### config.mk
export PLATFORM = sky130hd
export DESIGN_NAME = lksc_ctrl
export DESIGN_NICKNAME = d
export VERILOG_FILES = /design/src/rtl/lksc_pkg.sv /design/src/rtl/lksc_ctrl.sv
export SDC_FILE = /design/constraint.sdc
export NUM_CORES = 1
export LEC_CHECK = 0
export BUFFER_PORTS_ARGS = -buffer_cell sky130_fd_sc_hd__buf_2
export CAP_MARGIN = 20
export CORE_MARGIN = 8
export CORE_UTILIZATION = 46
export DETAILED_ROUTE_END_ITERATION = 6
export GPL_TIMING_DRIVEN = 0
export PLACE_DENSITY = 0.73
export SLEW_MARGIN = 20
export SYNTH_ARGS = -nofsm -noshare
export SYNTH_HDL_FRONTEND = slang
export SYNTH_SLANG_ARGS = --single-unit
### constraint.sdc
create_clock -name i_clk -period 2.5 [get_ports i_clk]
set_input_delay 0.75 -clock i_clk [delete_from_list [all_inputs] [get_ports i_clk]]
set_output_delay 0.75 -clock i_clk [all_outputs]
set_load 0.01 [all_outputs]
### src/rtl/lksc_pkg.sv
`timescale 1ns / 1ps
// ----------------------------------------------------------------------------
// lksc_pkg
// Shared request codes and controller/datapath signal groups for the LRU
// keyed slot cache directory.
// ----------------------------------------------------------------------------
package lksc_pkg;

    localparam int KeyW = 32;
    localparam int SlotW = 8;

    typedef logic [1:0] t_req;

    localparam t_req REQ_LOOKUP = 2'd0;
    localparam t_req REQ_INSERT = 2'd1;
    localparam t_req REQ_CLEAR  = 2'd2;

    // controller -> datapath
    typedef struct packed {
        logic load;     // latch request, reset accumulators
        logic rd_en;    // read directory entry at rd_addr
        logic upd;      // the read is part of the rank update sweep
        logic resolve;  // scan finished: decide eviction
        logic fin;      // write result, place new entry or clear
    } t_cmd;

    // datapath -> controller
    typedef struct packed {
        logic needs_scan; // incoming request walks the directory
        logic skip_upd;   // lookup missed, no ranks change
    } t_sts;

endpackage

### src/rtl/lksc_ctrl.sv
`timescale 1ns / 1ps
// ----------------------------------------------------------------------------
// lksc_ctrl
// Sequencer: scan sweep, resolve, update sweep, result hand-off.
// ----------------------------------------------------------------------------
module lksc_ctrl import lksc_pkg::*; #(
    parameter int ENTRIES = 256,
    localparam int A = $clog2(ENTRIES)
) (
    input  logic         i_clk,
    input  logic         i_rst_n,
    input  logic         i_in_valid,
    output logic         o_in_ready,
    output logic         o_out_valid,
    input  logic         i_out_ready,
    input  t_sts         i_sts,
    output t_cmd         o_cmd,
    output logic [A-1:0] o_rd_addr
);
    typedef enum logic [2:0] {
        S_IDLE, S_SCAN, S_SDRN, S_RES, S_UPD, S_UDRN, S_FIN
    } t_state;

    t_state       r_state;
    logic [A-1:0] r_cnt;
    logic         r_out_vld;
    logic         out_free, last;

    assign out_free = !r_out_vld || i_out_ready;
    assign last     = (r_cnt == A'(ENTRIES - 1));

    always_comb begin
        o_cmd = '0;
        o_cmd.load    = (r_state == S_IDLE) && i_in_valid;
        o_cmd.rd_en   = (r_state == S_SCAN) || (r_state == S_UPD);
        o_cmd.upd     = (r_state == S_UPD);
        o_cmd.resolve = (r_state == S_RES);
        o_cmd.fin     = (r_state == S_FIN) && out_free;
    end

    assign o_rd_addr   = r_cnt;
    assign o_in_ready  = (r_state == S_IDLE);
    assign o_out_valid = r_out_vld;

    always_ff @(posedge i_clk) begin
        if (!i_rst_n) begin
            r_state <= S_IDLE;
            r_cnt <= '0;
            r_out_vld <= 1'b0;
        end else begin
            if (r_out_vld && i_out_ready) begin
                r_out_vld <= 1'b0;
            end
            case (r_state)
                S_IDLE: begin
                    r_cnt <= '0;
                    if (i_in_valid) begin
                        r_state <= i_sts.needs_scan ? S_SCAN : S_FIN;
                    end
                end
                S_SCAN: begin
                    r_cnt <= r_cnt + A'(1);
                    if (last) begin
                        r_state <= S_SDRN;
                    end
                end
                S_SDRN: r_state <= S_RES;
                S_RES: begin
                    r_cnt <= '0;
                    r_state <= i_sts.skip_upd ? S_FIN : S_UPD;
                end
                S_UPD: begin
                    r_cnt <= r_cnt + A'(1);
                    if (last) begin
                        r_state <= S_UDRN;
                    end
                end
                S_UDRN: r_state <= S_FIN;
                S_FIN: begin
                    if (out_free) begin
                        r_out_vld <= 1'b1;
                        r_state <= S_IDLE;
                    end
                end
                default: r_state <= S_IDLE;
            endcase
        end
    end
endmodule

==> results.md, run 1 <==
* Outcome: completed
* CTS Buf Count at 3
* Resized cells post-CTS at 0
* Seq pwr share at 30.6%
* Commonest non-fill, non-tap cells in the layout: 23 x buf_2, 12 x nor2_1, 12 x dfxtp_1
* Multi-input logic area at 412 µm²
* CTS Hold Bufs at 0
* RSZ-0062 raised after global routing: false
* RD Place Congestion at 0.812
* Layout area overhead at 20.6%
* Critical Path AT at 1.37 ns
* Core box area at 0.00145 mm²
* Fmax at 473 MHz
* Maxcap violations at 0
* Drt total wl at 1.49 mm
* Diodes inserted at 0
* First-pass GRT wire length at 2.59 mm
* Clk buf depth at 2
* Die X-Extent at 54.8 µm
* Hold Crit Class: flip-flop to flip-flop
* Filler cell count at 146
* Pin count of the biggest net entering global routing at 11
* Number of synthesized flops with an enable pin at 0
* DIE HEIGHT at 54.8 µm
* Gate power share at 55.2%
* Final Core Density at 57.5%
* Post-route insts no fill at 121
* Layout cell share with drive strength beyond 1 at 29.5%
* Final Max Slew Viols at 0
* DIE AREA at 0.00301 mm²
* PortBufs at 20
* R2r setup slk at 0.85 ns
* Main flop type after synthesis: dfxtp_1
* Vias at 644
* Area of the mapped netlist at 693 µm²
* Commonest non-fill, non-tap cell in the layout: buf_2
* Crit-path max FO at 10
* CTS sink cnt at 12
* First DRT Iteration DRCs at 2
* Ports at 21
* H-tree depth at 1
* Fin crit share at 84.6%
* VDD IR max at 439 µV
* Ys async rst share at 0%
* Leakage at 0.000394 µW
* Switching share of total power at 41.6%
* Max incr delay on CP at 0.42 ns
* Clk_lat worst skew at 0.27 ns
* Sequential cell area at 240 µm²
* CP Class: flip-flop to output pin
* CTS root buf: clkbuf_4
* Worst R2R Start: o_rd_addr[0]$_SDFFE_PN0P_
* Sw Pwr at 337 µW
* CTS tree: yes
* Crit path capture type: output pin
* Post-synthesis sequential area ratio at 34.7%
* Tot GR Track Use at 11.6%
* Hpwl dp at 1.17 mm
* Pwr/cell area at 970 mW/mm²
* Nets at 114
* Synth Net Count at 89
* Pint at 474 µW
* Synth cell types at 33
* Crit-path leading delay family: flip-flops
* First-pass iteration count of the detailed router at 4
* Final Hold Viols at 0
* Initial antenna violation count at 0
* Period minus WS final at 2.12 ns
* Slew HR at 70.7%
* CP most frequent cell: buf_2
* Register bit count reported by yosys at 12
* Initial Utilization at 47.7%
* Crit path buf inv count at 2
* DRC at 0
* Worst path required time at 1.75 ns
* # rows at 14
* Number of global-route vias before repair at 650
* TNS Setup at 0 ns
* Vias per cell at 5.32
* Post-CTS Setup Repair Bufs at 0
* WL/cell at 12.3 µm
* Routed Antenna Nets at 0
* Clock share of power at 14.2%
* Endpoints failing setup at 0
* CP Launch Type: flip-flop
* Avg Cell Area, Syn at 8.45 µm²
* Hold Startpoint: o_rd_addr[0]$_SDFFE_PN0P_
* Worst slew pin tran at 0.432 ns
* Worst Setup SP: r_state[1]$_SDFFE_PN0P_
* CP Cell Sequence: buf_2 > nand2_1 > nor3_1 > buf_2
* Placed Cells incl. Taps at 118
* Global route total overflow at 0
* Yosys synthesis warning count at 0
* Worst Skew at 0.00251 ns
* Post-synthesis cell count at 82
* Reg clk slew, reported paths at 0.07 ns
* Slowest-stage cell, CP: dfxtp_1
## layout make-up
class	instances	area share, %
plain buffers	5	3.59
clock buffers	3	2.69
inverters	3	1.35
multi-input cells	62	49.3
flip-flops and latches	12	28.7
well taps	16	2.40
repair buffers	20	12.0
## logic make-up after synthesis
| group | synth area share (%) |
|---|---|
| xor+xnor | 9.93 |
| buf+inv | 5.96 |
| mux | 1.99 |
| simple gates | 33.2 |
| fa+ha+maj | 1.80 |
| compound gates | 12.5 |
| flops | 34.7 |
## routing by layer
layer | share of wire, % | up-vias | global-route usage (%)
met5 | 0 | - | 0
met4 | 1.7 | 0 | 6.15
met3 | 8.7 | 3 | 4.35
met2 | 43 | 18 | 18.5
met1 | 46 | 289 | 13.2
li1 | - | 334 | -
## metrics by stage
stage	total power (µW)	cell area [µm²]	setup WS, ns	hold slack [ns]
after global routing	877	836	0.243	0.589
final	811	836	0.385	0.525
after CTS	818	836	0.391	0.532
after floorplan	587	693	0.667	0.542
after global placement	696	813	0.559	0.510
after detailed placement	701	813	0.547	0.521
## worst paths after layout
path                                to  cells past startpoint
max                           o_cmd[0]                      4
min          o_rd_addr[0]$_SDFFE_PN0P_                      1
max reg2reg    r_state[0]$_SDFFE_PN0P_                      5
min reg2reg  o_rd_addr[0]$_SDFFE_PN0P_                      1
## power by group through the flow
stage	clock network, µW	registers (µW)	logic (µW)
2_1_floorplan	0	253	334
3_3_place_gp	0	252	444
3_5_place_dp	0	253	448
4_1_cts	119	248	451
5_1_grt	126	253	498
6_report	115	248	447
## sequential cells by signal, indices dropped and copies added (netlist names)
register     count
o_out_valid      1
o_rd_addr        8
r_state          3
## cell usage after synthesis, drive strengths merged, types with 2 or more instances
library cell	instances	area (µm²)
dfxtp	12	240
nor2	12	45.0
xor2	6	52.6
nand2	5	18.8
nor3	5	25.0
buf	4	26.3
or3	4	25.0
and2	3	18.8
and3	3	18.8
inv	3	11.3
nand4	3	18.8
a211oi	2	27.5
a21oi	2	10.0
Power figures use the tool's default switching activity.
==> run 2, diff against run 1 <==
Settings changed: ABC_AREA set to 1, CORE_UTILIZATION 46 to 43, PLACE_DENSITY 0.73 to 0.72.
Clock period 2.5 ns to 1.94 ns, I/O delays scaled along.
==> run 2 against run 1 <==
Die area up 3.6%; clock skew up 0.0032 ns; critical path type unchanged; critical endpoint is now o_cmd[3]; largest cell class unchanged; register-to-register slack worse by 0.18 ns; worst setup slack worse by 0.23 ns; sequential cell count stayed put; power is 13% higher; non-clock buffer count fell by 5; combinational power shrank 11%.
==> results.md, run 2 <==
* Worst path required time at 1.36 ns
* Synth top area share at 35.3%
* Diodes inserted at 0
* Synth cell types at 16
* # rows at 14
* DIE AREA at 0.00311 mm²
* Worst Setup SP: r_state[0]$_SDFFE_PN0P_
* First-pass iteration count of the detailed router at 4
* VDD IR max at 622 µV
* Vias per cell at 4.88
* TNS Setup at 0 ns
* DIE HEIGHT at 55.8 µm
* DP Worst Slack at 0.306 ns
* Slew HR at 84.1%
* Period minus WS final at 1.79 ns
* Crit-path max FO at 7
* Leakage at 0.000446 µW
* Post-synthesis xor/xnor area fraction at 5.15%
* Critical Path AT at 1.20 ns
* Outcome: completed
* Pin count of the biggest net entering global routing at 8
* Initial antenna violation count at 0
* Pwr/cell area at 1090 mW/mm²
* R2r setup slk at 0.67 ns
* CTS tree: yes
* Post-synthesis compound-gate area fraction at 7.90%
* Adder-cell area share of the yosys netlist at 1.84%
* Core box area at 0.00149 mm²
* Design Area, Final at 838 µm²
* Filler cell count at 161
* Post-synthesis sequential area ratio at 35.3%
* Register bit count reported by yosys at 12
* Commonest non-fill, non-tap cells in the layout: 23 x nand2_1, 20 x buf_2, 17 x inv_1
* RD Place Congestion at 0.863
* Main combinational cell family by area after synthesis: simple AND/OR/NAND/NOR gates
* Resized cells post-CTS at 0
* Final Hold Viols at 0
* Ports at 21
* Clk_lat worst skew at 0.26 ns
* Synth Net Count at 113
* Worst Setup EP: o_cmd[3]
* First DRT Iteration DRCs at 9
* Worst R2R Start: r_state[2]$_SDFFE_PN0P_
* Area of the mapped netlist at 681 µm²
* Layout area overhead at 23.2%
* RSZ-0062 raised after global routing: false
* Fin crit share at 92.0%
* DRC at 0
* WL/cell at 10.4 µm
* Tot GR Track Use at 10.0%
* Commonest non-fill, non-tap cell in the layout: nand2_1
* CP Launch Type: flip-flop
* Worst R2R End: o_rd_addr[5]$_SDFFE_PN0P_
* Worst Hold Margin at 0.516 ns
* Main flop type after synthesis: dfxtp_1
* Number of synthesized flops with an enable pin at 0
* Post-synthesis cell count at 106
* Ys async rst share at 0%
* Final Max Slew Viols at 0
* Post-CTS Setup Repair Bufs at 0
* Main area contributors after synthesis: dfxtp_1 35%, nand2_1 13%, nand3_1 11%
* Setup WS post-layout at 0.154 ns
* Number of global-route vias before repair at 665
* Clk buf depth at 2
* Max FFs per register at 8
* Most common cell in the netlist: nand2_1
* CTS Buf Count at 3
* Drt total wl at 1.52 mm
* First-pass GRT wire length at 2.69 mm
* Hpwl dp at 1.20 mm
* List of most frequent post-synthesis cells: 23 x nand2_1, 17 x inv_1, 15 x nand3_1, 15 x nor2_1, 12 x dfxtp_1
* CTS sink cnt at 12
* Layout cell share with drive strength beyond 1 at 25.4%
* H-tree depth at 1
* Cells on worst reg2reg path at 7
* Multiplexer area fraction after synthesis at 0%
* CTS root buf: clkbuf_4
* Nets at 138
* Maxcap violations at 0
* Avg Cell Area, Syn at 6.42 µm²
* Global route total overflow at 0
* Crit path capture type: output pin
* Yosys top cell by area: dfxtp_1
* Routed Antenna Nets at 0
* Initial Utilization at 45.7%
* Yosys synthesis warning count at 0
* Placed inst area at 801 µm²
* Reg clk slew, reported paths at 0.08 ns
* PortBufs at 20
* CTS Hold Bufs at 0
* Hold Crit Class: flip-flop to flip-flop
* Post-Synth Simple-Gate Area at 39.9%
* Endpoints failing setup at 0
* CP Class: flip-flop to output pin
* Fmax at 560 MHz
* Worst slew pin tran at 0.238 ns
* Worst Skew at 0.00574 ns
* Vias at 712
* Die X-Extent at 55.8 µm
[run 2: how the worst min path moves through the flow]
| stage | from | end | slack, ns | cells past startpoint |
|---|---|---|---|---|
| final | o_rd_addr[0]$_SDFFE_PN0P_ | o_rd_addr[0]$_SDFFE_PN0P_ | 0.52 | 1 |
| after global routing | o_rd_addr[0]$_SDFFE_PN0P_ | o_rd_addr[0]$_SDFFE_PN0P_ | 0.54 | 1 |
| after CTS | o_rd_addr[0]$_SDFFE_PN0P_ | o_rd_addr[0]$_SDFFE_PN0P_ | 0.52 | 1 |
| after detailed placement | o_rd_addr[0]$_SDFFE_PN0P_ | o_rd_addr[0]$_SDFFE_PN0P_ | 0.51 | 1 |
| after global placement | o_rd_addr[1]$_SDFFE_PN0P_ | o_rd_addr[1]$_SDFFE_PN0P_ | 0.49 | 2 |
| after floorplan | r_state[2]$_SDFFE_PN0P_ | r_state[2]$_SDFFE_PN0P_ | 0.50 | 2 |
[run 2: final cells by class]
class	instances	area [µm²]	area share, %
Multi-Input combinational cell	76	373	44.5
Sequential cell	12	241	28.8
Timing Repair Buffer	20	100	11.9
Inverter	18	67.6	8.06
Clock buffer	4	36.3	4.33
Tap cell	16	20.0	2.39
[run 2: per-layer routing]
layer	global-route usage (%)	routed length, µm
met1	12.3	765
met2	15.1	660
met3	2.51	61
met4	6.34	30
met5	0	0
[run 2: critical path: stages (launching register included)]
cell and delay (ns):
dfxtp_2 0.36, nor2_2 0.18, nand2_1 0.11, nand2_2 0.13, buf_2 0.15
[run 2: cell families (layout without fill, tap and decap cells)]
| kind of cell | Yosys count | count (layout) |
|---|---|---|
| DFF | 12 | 12 |
| and+or+nand+nor | 62 | 62 |
| xor gates and xnor gates | 4 | 4 |
| adders and majority gates | 1 | 1 |
| buffers and inverters | 18 | 42 |
| AOI/OAI and AO/OA | 9 | 9 |
[run 2: through the flow]
| step | power [µW] | utilization [%] | std cells |
|---|---|---|---|
| floorplan | 612 | - | 106 |
| global placement | 723 | 53.8 | 142 |
| detailed placement | 725 | 53.8 | 142 |
| CTS | 922 | 56.2 | 146 |
| global route | 995 | 56.3 | 146 |
| finish | 915 | 56.3 | 146 |
[run 2: where the power goes]
| group | total [µW] | internal [µW] | switching [µW] |
|---|---|---|---|
| logic | 400 | 141 | 259 |
| registers | 320 | 279 | 40.6 |
| clock network | 195 | 114 | 81.6 |
| total | 915 | 534 | 381 |
==> run 3, diff against run 2 <==
Settings changed: CORE_UTILIZATION 43 to 46, PLACE_DENSITY 0.72 to 0.73.
Clock period 1.94 ns to 2.25 ns, I/O delays scaled along.
==> run 3 against run 2 <==
Power down 13%; count of clock-buffer cells in the layout unchanged; first-iteration DRC count up 11%; non-clock buffer count unchanged; sequential share of layout area down 0.11 points; register-to-register slack better by 0.28 ns; hold slack better by 0.0040 ns; wire length up 4.8%; critical path depth up 1; combinational power down 14%; design area down 0.15%; critical endpoint is now o_cmd[1].
==> results.md, run 3 (synthesis results as in run 2) <==
* Outcome: completed
* Fmax at 517 MHz
* Worst R2R Start: r_state[2]$_SDFFE_PN0P_
* Commonest non-fill, non-tap cells in the layout: 23 x nand2_1, 20 x buf_2, 17 x inv_1
* Worst path required time at 1.57 ns
* First-pass GRT wire length at 2.65 mm
* TNS Setup at 0 ns
* Hold Crit Depth at 2
* Leakage at 0.000446 µW
* Diodes inserted at 0
* Pint at 459 µW
* Layout area overhead at 23.0%
* Worst Skew at 0.00222 ns
* Hold Crit Class: flip-flop to flip-flop
* CTS Buf Count at 3
* Final Max Slew Viols at 0
* Resized cells post-CTS at 0
* Layout cell share with drive strength beyond 1 at 24.6%
* Die X-Extent at 54.5 µm
* Endpoints failing setup at 0
* Ports at 21
* First-pass iteration count of the detailed router at 4
* Initial antenna violation count at 0
* Worst R2R End: o_rd_addr[5]$_SDFFE_PN0P_
* Sw Pwr at 335 µW
* Clk_lat worst skew at 0.27 ns
* Hold Startpoint: o_rd_addr[1]$_SDFFE_PN0P_
* DIE HEIGHT at 54.5 µm
* VDD IR max at 582 µV
* Final Hold Viols at 0
* DRC at 0
* Global route total overflow at 0
* CP Class: flip-flop to output pin
* Number of global-route vias before repair at 652
* Hold EP: o_rd_addr[1]$_SDFFE_PN0P_
* Pwr/cell area at 948 mW/mm²
* Nets at 138
* Hpwl dp at 1.25 mm
* Maxcap violations at 0
* Gate power share at 43.5%
* Initial Utilization at 46.8%
* CTS tree: yes
* DP Worst Slack at 0.436 ns
* Max incr delay on CP at 0.47 ns
* DIE AREA at 0.00297 mm²
* Drt total wl at 1.59 mm
* Clk buf depth at 2
* Slowest-stage cell, CP: dfxtp_1
* First DRT Iteration DRCs at 10
* Crit path capture type: output pin
* RD Place Congestion at 0.913
* PortBufs at 20
* CTS root buf: clkbuf_4
* Cells on worst reg2reg path at 7
* Tot GR Track Use at 12.3%
* CTS Hold Bufs at 0
* Critical Path AT at 1.26 ns
* H-tree depth at 1
* Core box area at 0.00145 mm²
* Setup WS post-layout at 0.315 ns
* Slew HR at 82.8%
* Reg clk slew, reported paths at 0.08 ns
* R2r setup slk at 0.95 ns
* Period minus WS final at 1.93 ns
* Commonest non-fill, non-tap cell in the layout: nand2_1
* Clock share of power at 21.9%
* Filler cell count at 162
* CP most frequent cell: inv_1
* Post-CTS Setup Repair Bufs at 0
* Worst slew pin tran at 0.258 ns
* Seq pwr share at 34.6%
* # rows at 14
* RSZ-0062 raised after global routing: false
* CP Cell Sequence: inv_1 > nor2_1 > nand2_1 > inv_1 > buf_2
* Vias per cell at 4.96
* Pin count of the biggest net entering global routing at 8
* WL/cell at 10.9 µm
* Fin crit share at 86.0%
* Switching share of total power at 42.2%
* Vias at 724
* CP Launch Type: flip-flop
* Routed Antenna Nets at 0
* Max FFs per register at 8
* Crit-path max FO at 7
* CTS sink cnt at 12
## run 3: cell count changes in the layout (fill, tap and decap cells not counted)
cell,previous run,this run
dfxtp_2,1,0
dfxtp_1,11,12
## run 3: power groups by stage
stage / Sequential [µW] / Combinational [µW] / Clock [µW]
after global placement: 277 / 344 / 0
after detailed placement: 279 / 348 / 0
after floorplan: 277 / 250 / 0
after CTS: 274 / 348 / 178
after global routing: 282 / 393 / 187
final: 275 / 346 / 173
## run 3: per-layer routing
metal / track usage [%] / routed length (µm)
met1: 13.7 / 702
met2: 19.7 / 713
met3: 2.45 / 117
met4: 10.2 / 57
met5: 0 / 0
## run 3: worst max path at each step
stage | from | endpoint | cells after the start
floorplan | i_out_ready | o_cmd[0] | 2
global placement | i_out_ready | o_cmd[0] | 4
detailed placement | i_out_ready | o_cmd[0] | 4
CTS | r_state[0]$_SDFFE_PN0P_ | o_cmd[3] | 4
global route | r_state[0]$_SDFFE_PN0P_ | o_cmd[3] | 4
finish | r_state[0]$_SDFFE_PN0P_ | o_cmd[1] | 5
## run 3: area by class of cell
class,count,area (µm²),share of cell area (%)
multi-input combinational,76,373,44.5
timing repair buffer,20,100,12.0
sequential,12,240,28.7
clock buffer,4,36.3,4.33
tap,16,20.0,2.39
inverter,18,67.6,8.07
## run 3: worst max-delay path: cells and delay by family, from the launching register on
| family | cells | cell delay, ns |
|---|---|---|
| DFF | 1 | 0.47 |
| buffers and inverters | 3 | 0.29 |
| and+or+nand+nor | 2 | 0.23 |
## run 3: stage by stage
| step | util [%] | hold WS (ns) | power [µW] | instances | cell area (µm²) |
|---|---|---|---|---|---|
| floorplan | - | 0.498 | 527 | 106 | 681 |
| global placement | 55.1 | 0.487 | 622 | 142 | 801 |
| detailed placement | 55.1 | 0.517 | 626 | 142 | 801 |
| CTS | 57.6 | 0.526 | 800 | 146 | 837 |
| global route | 57.6 | 0.548 | 862 | 146 | 837 |
| finish | 57.6 | 0.520 | 794 | 146 | 837 |
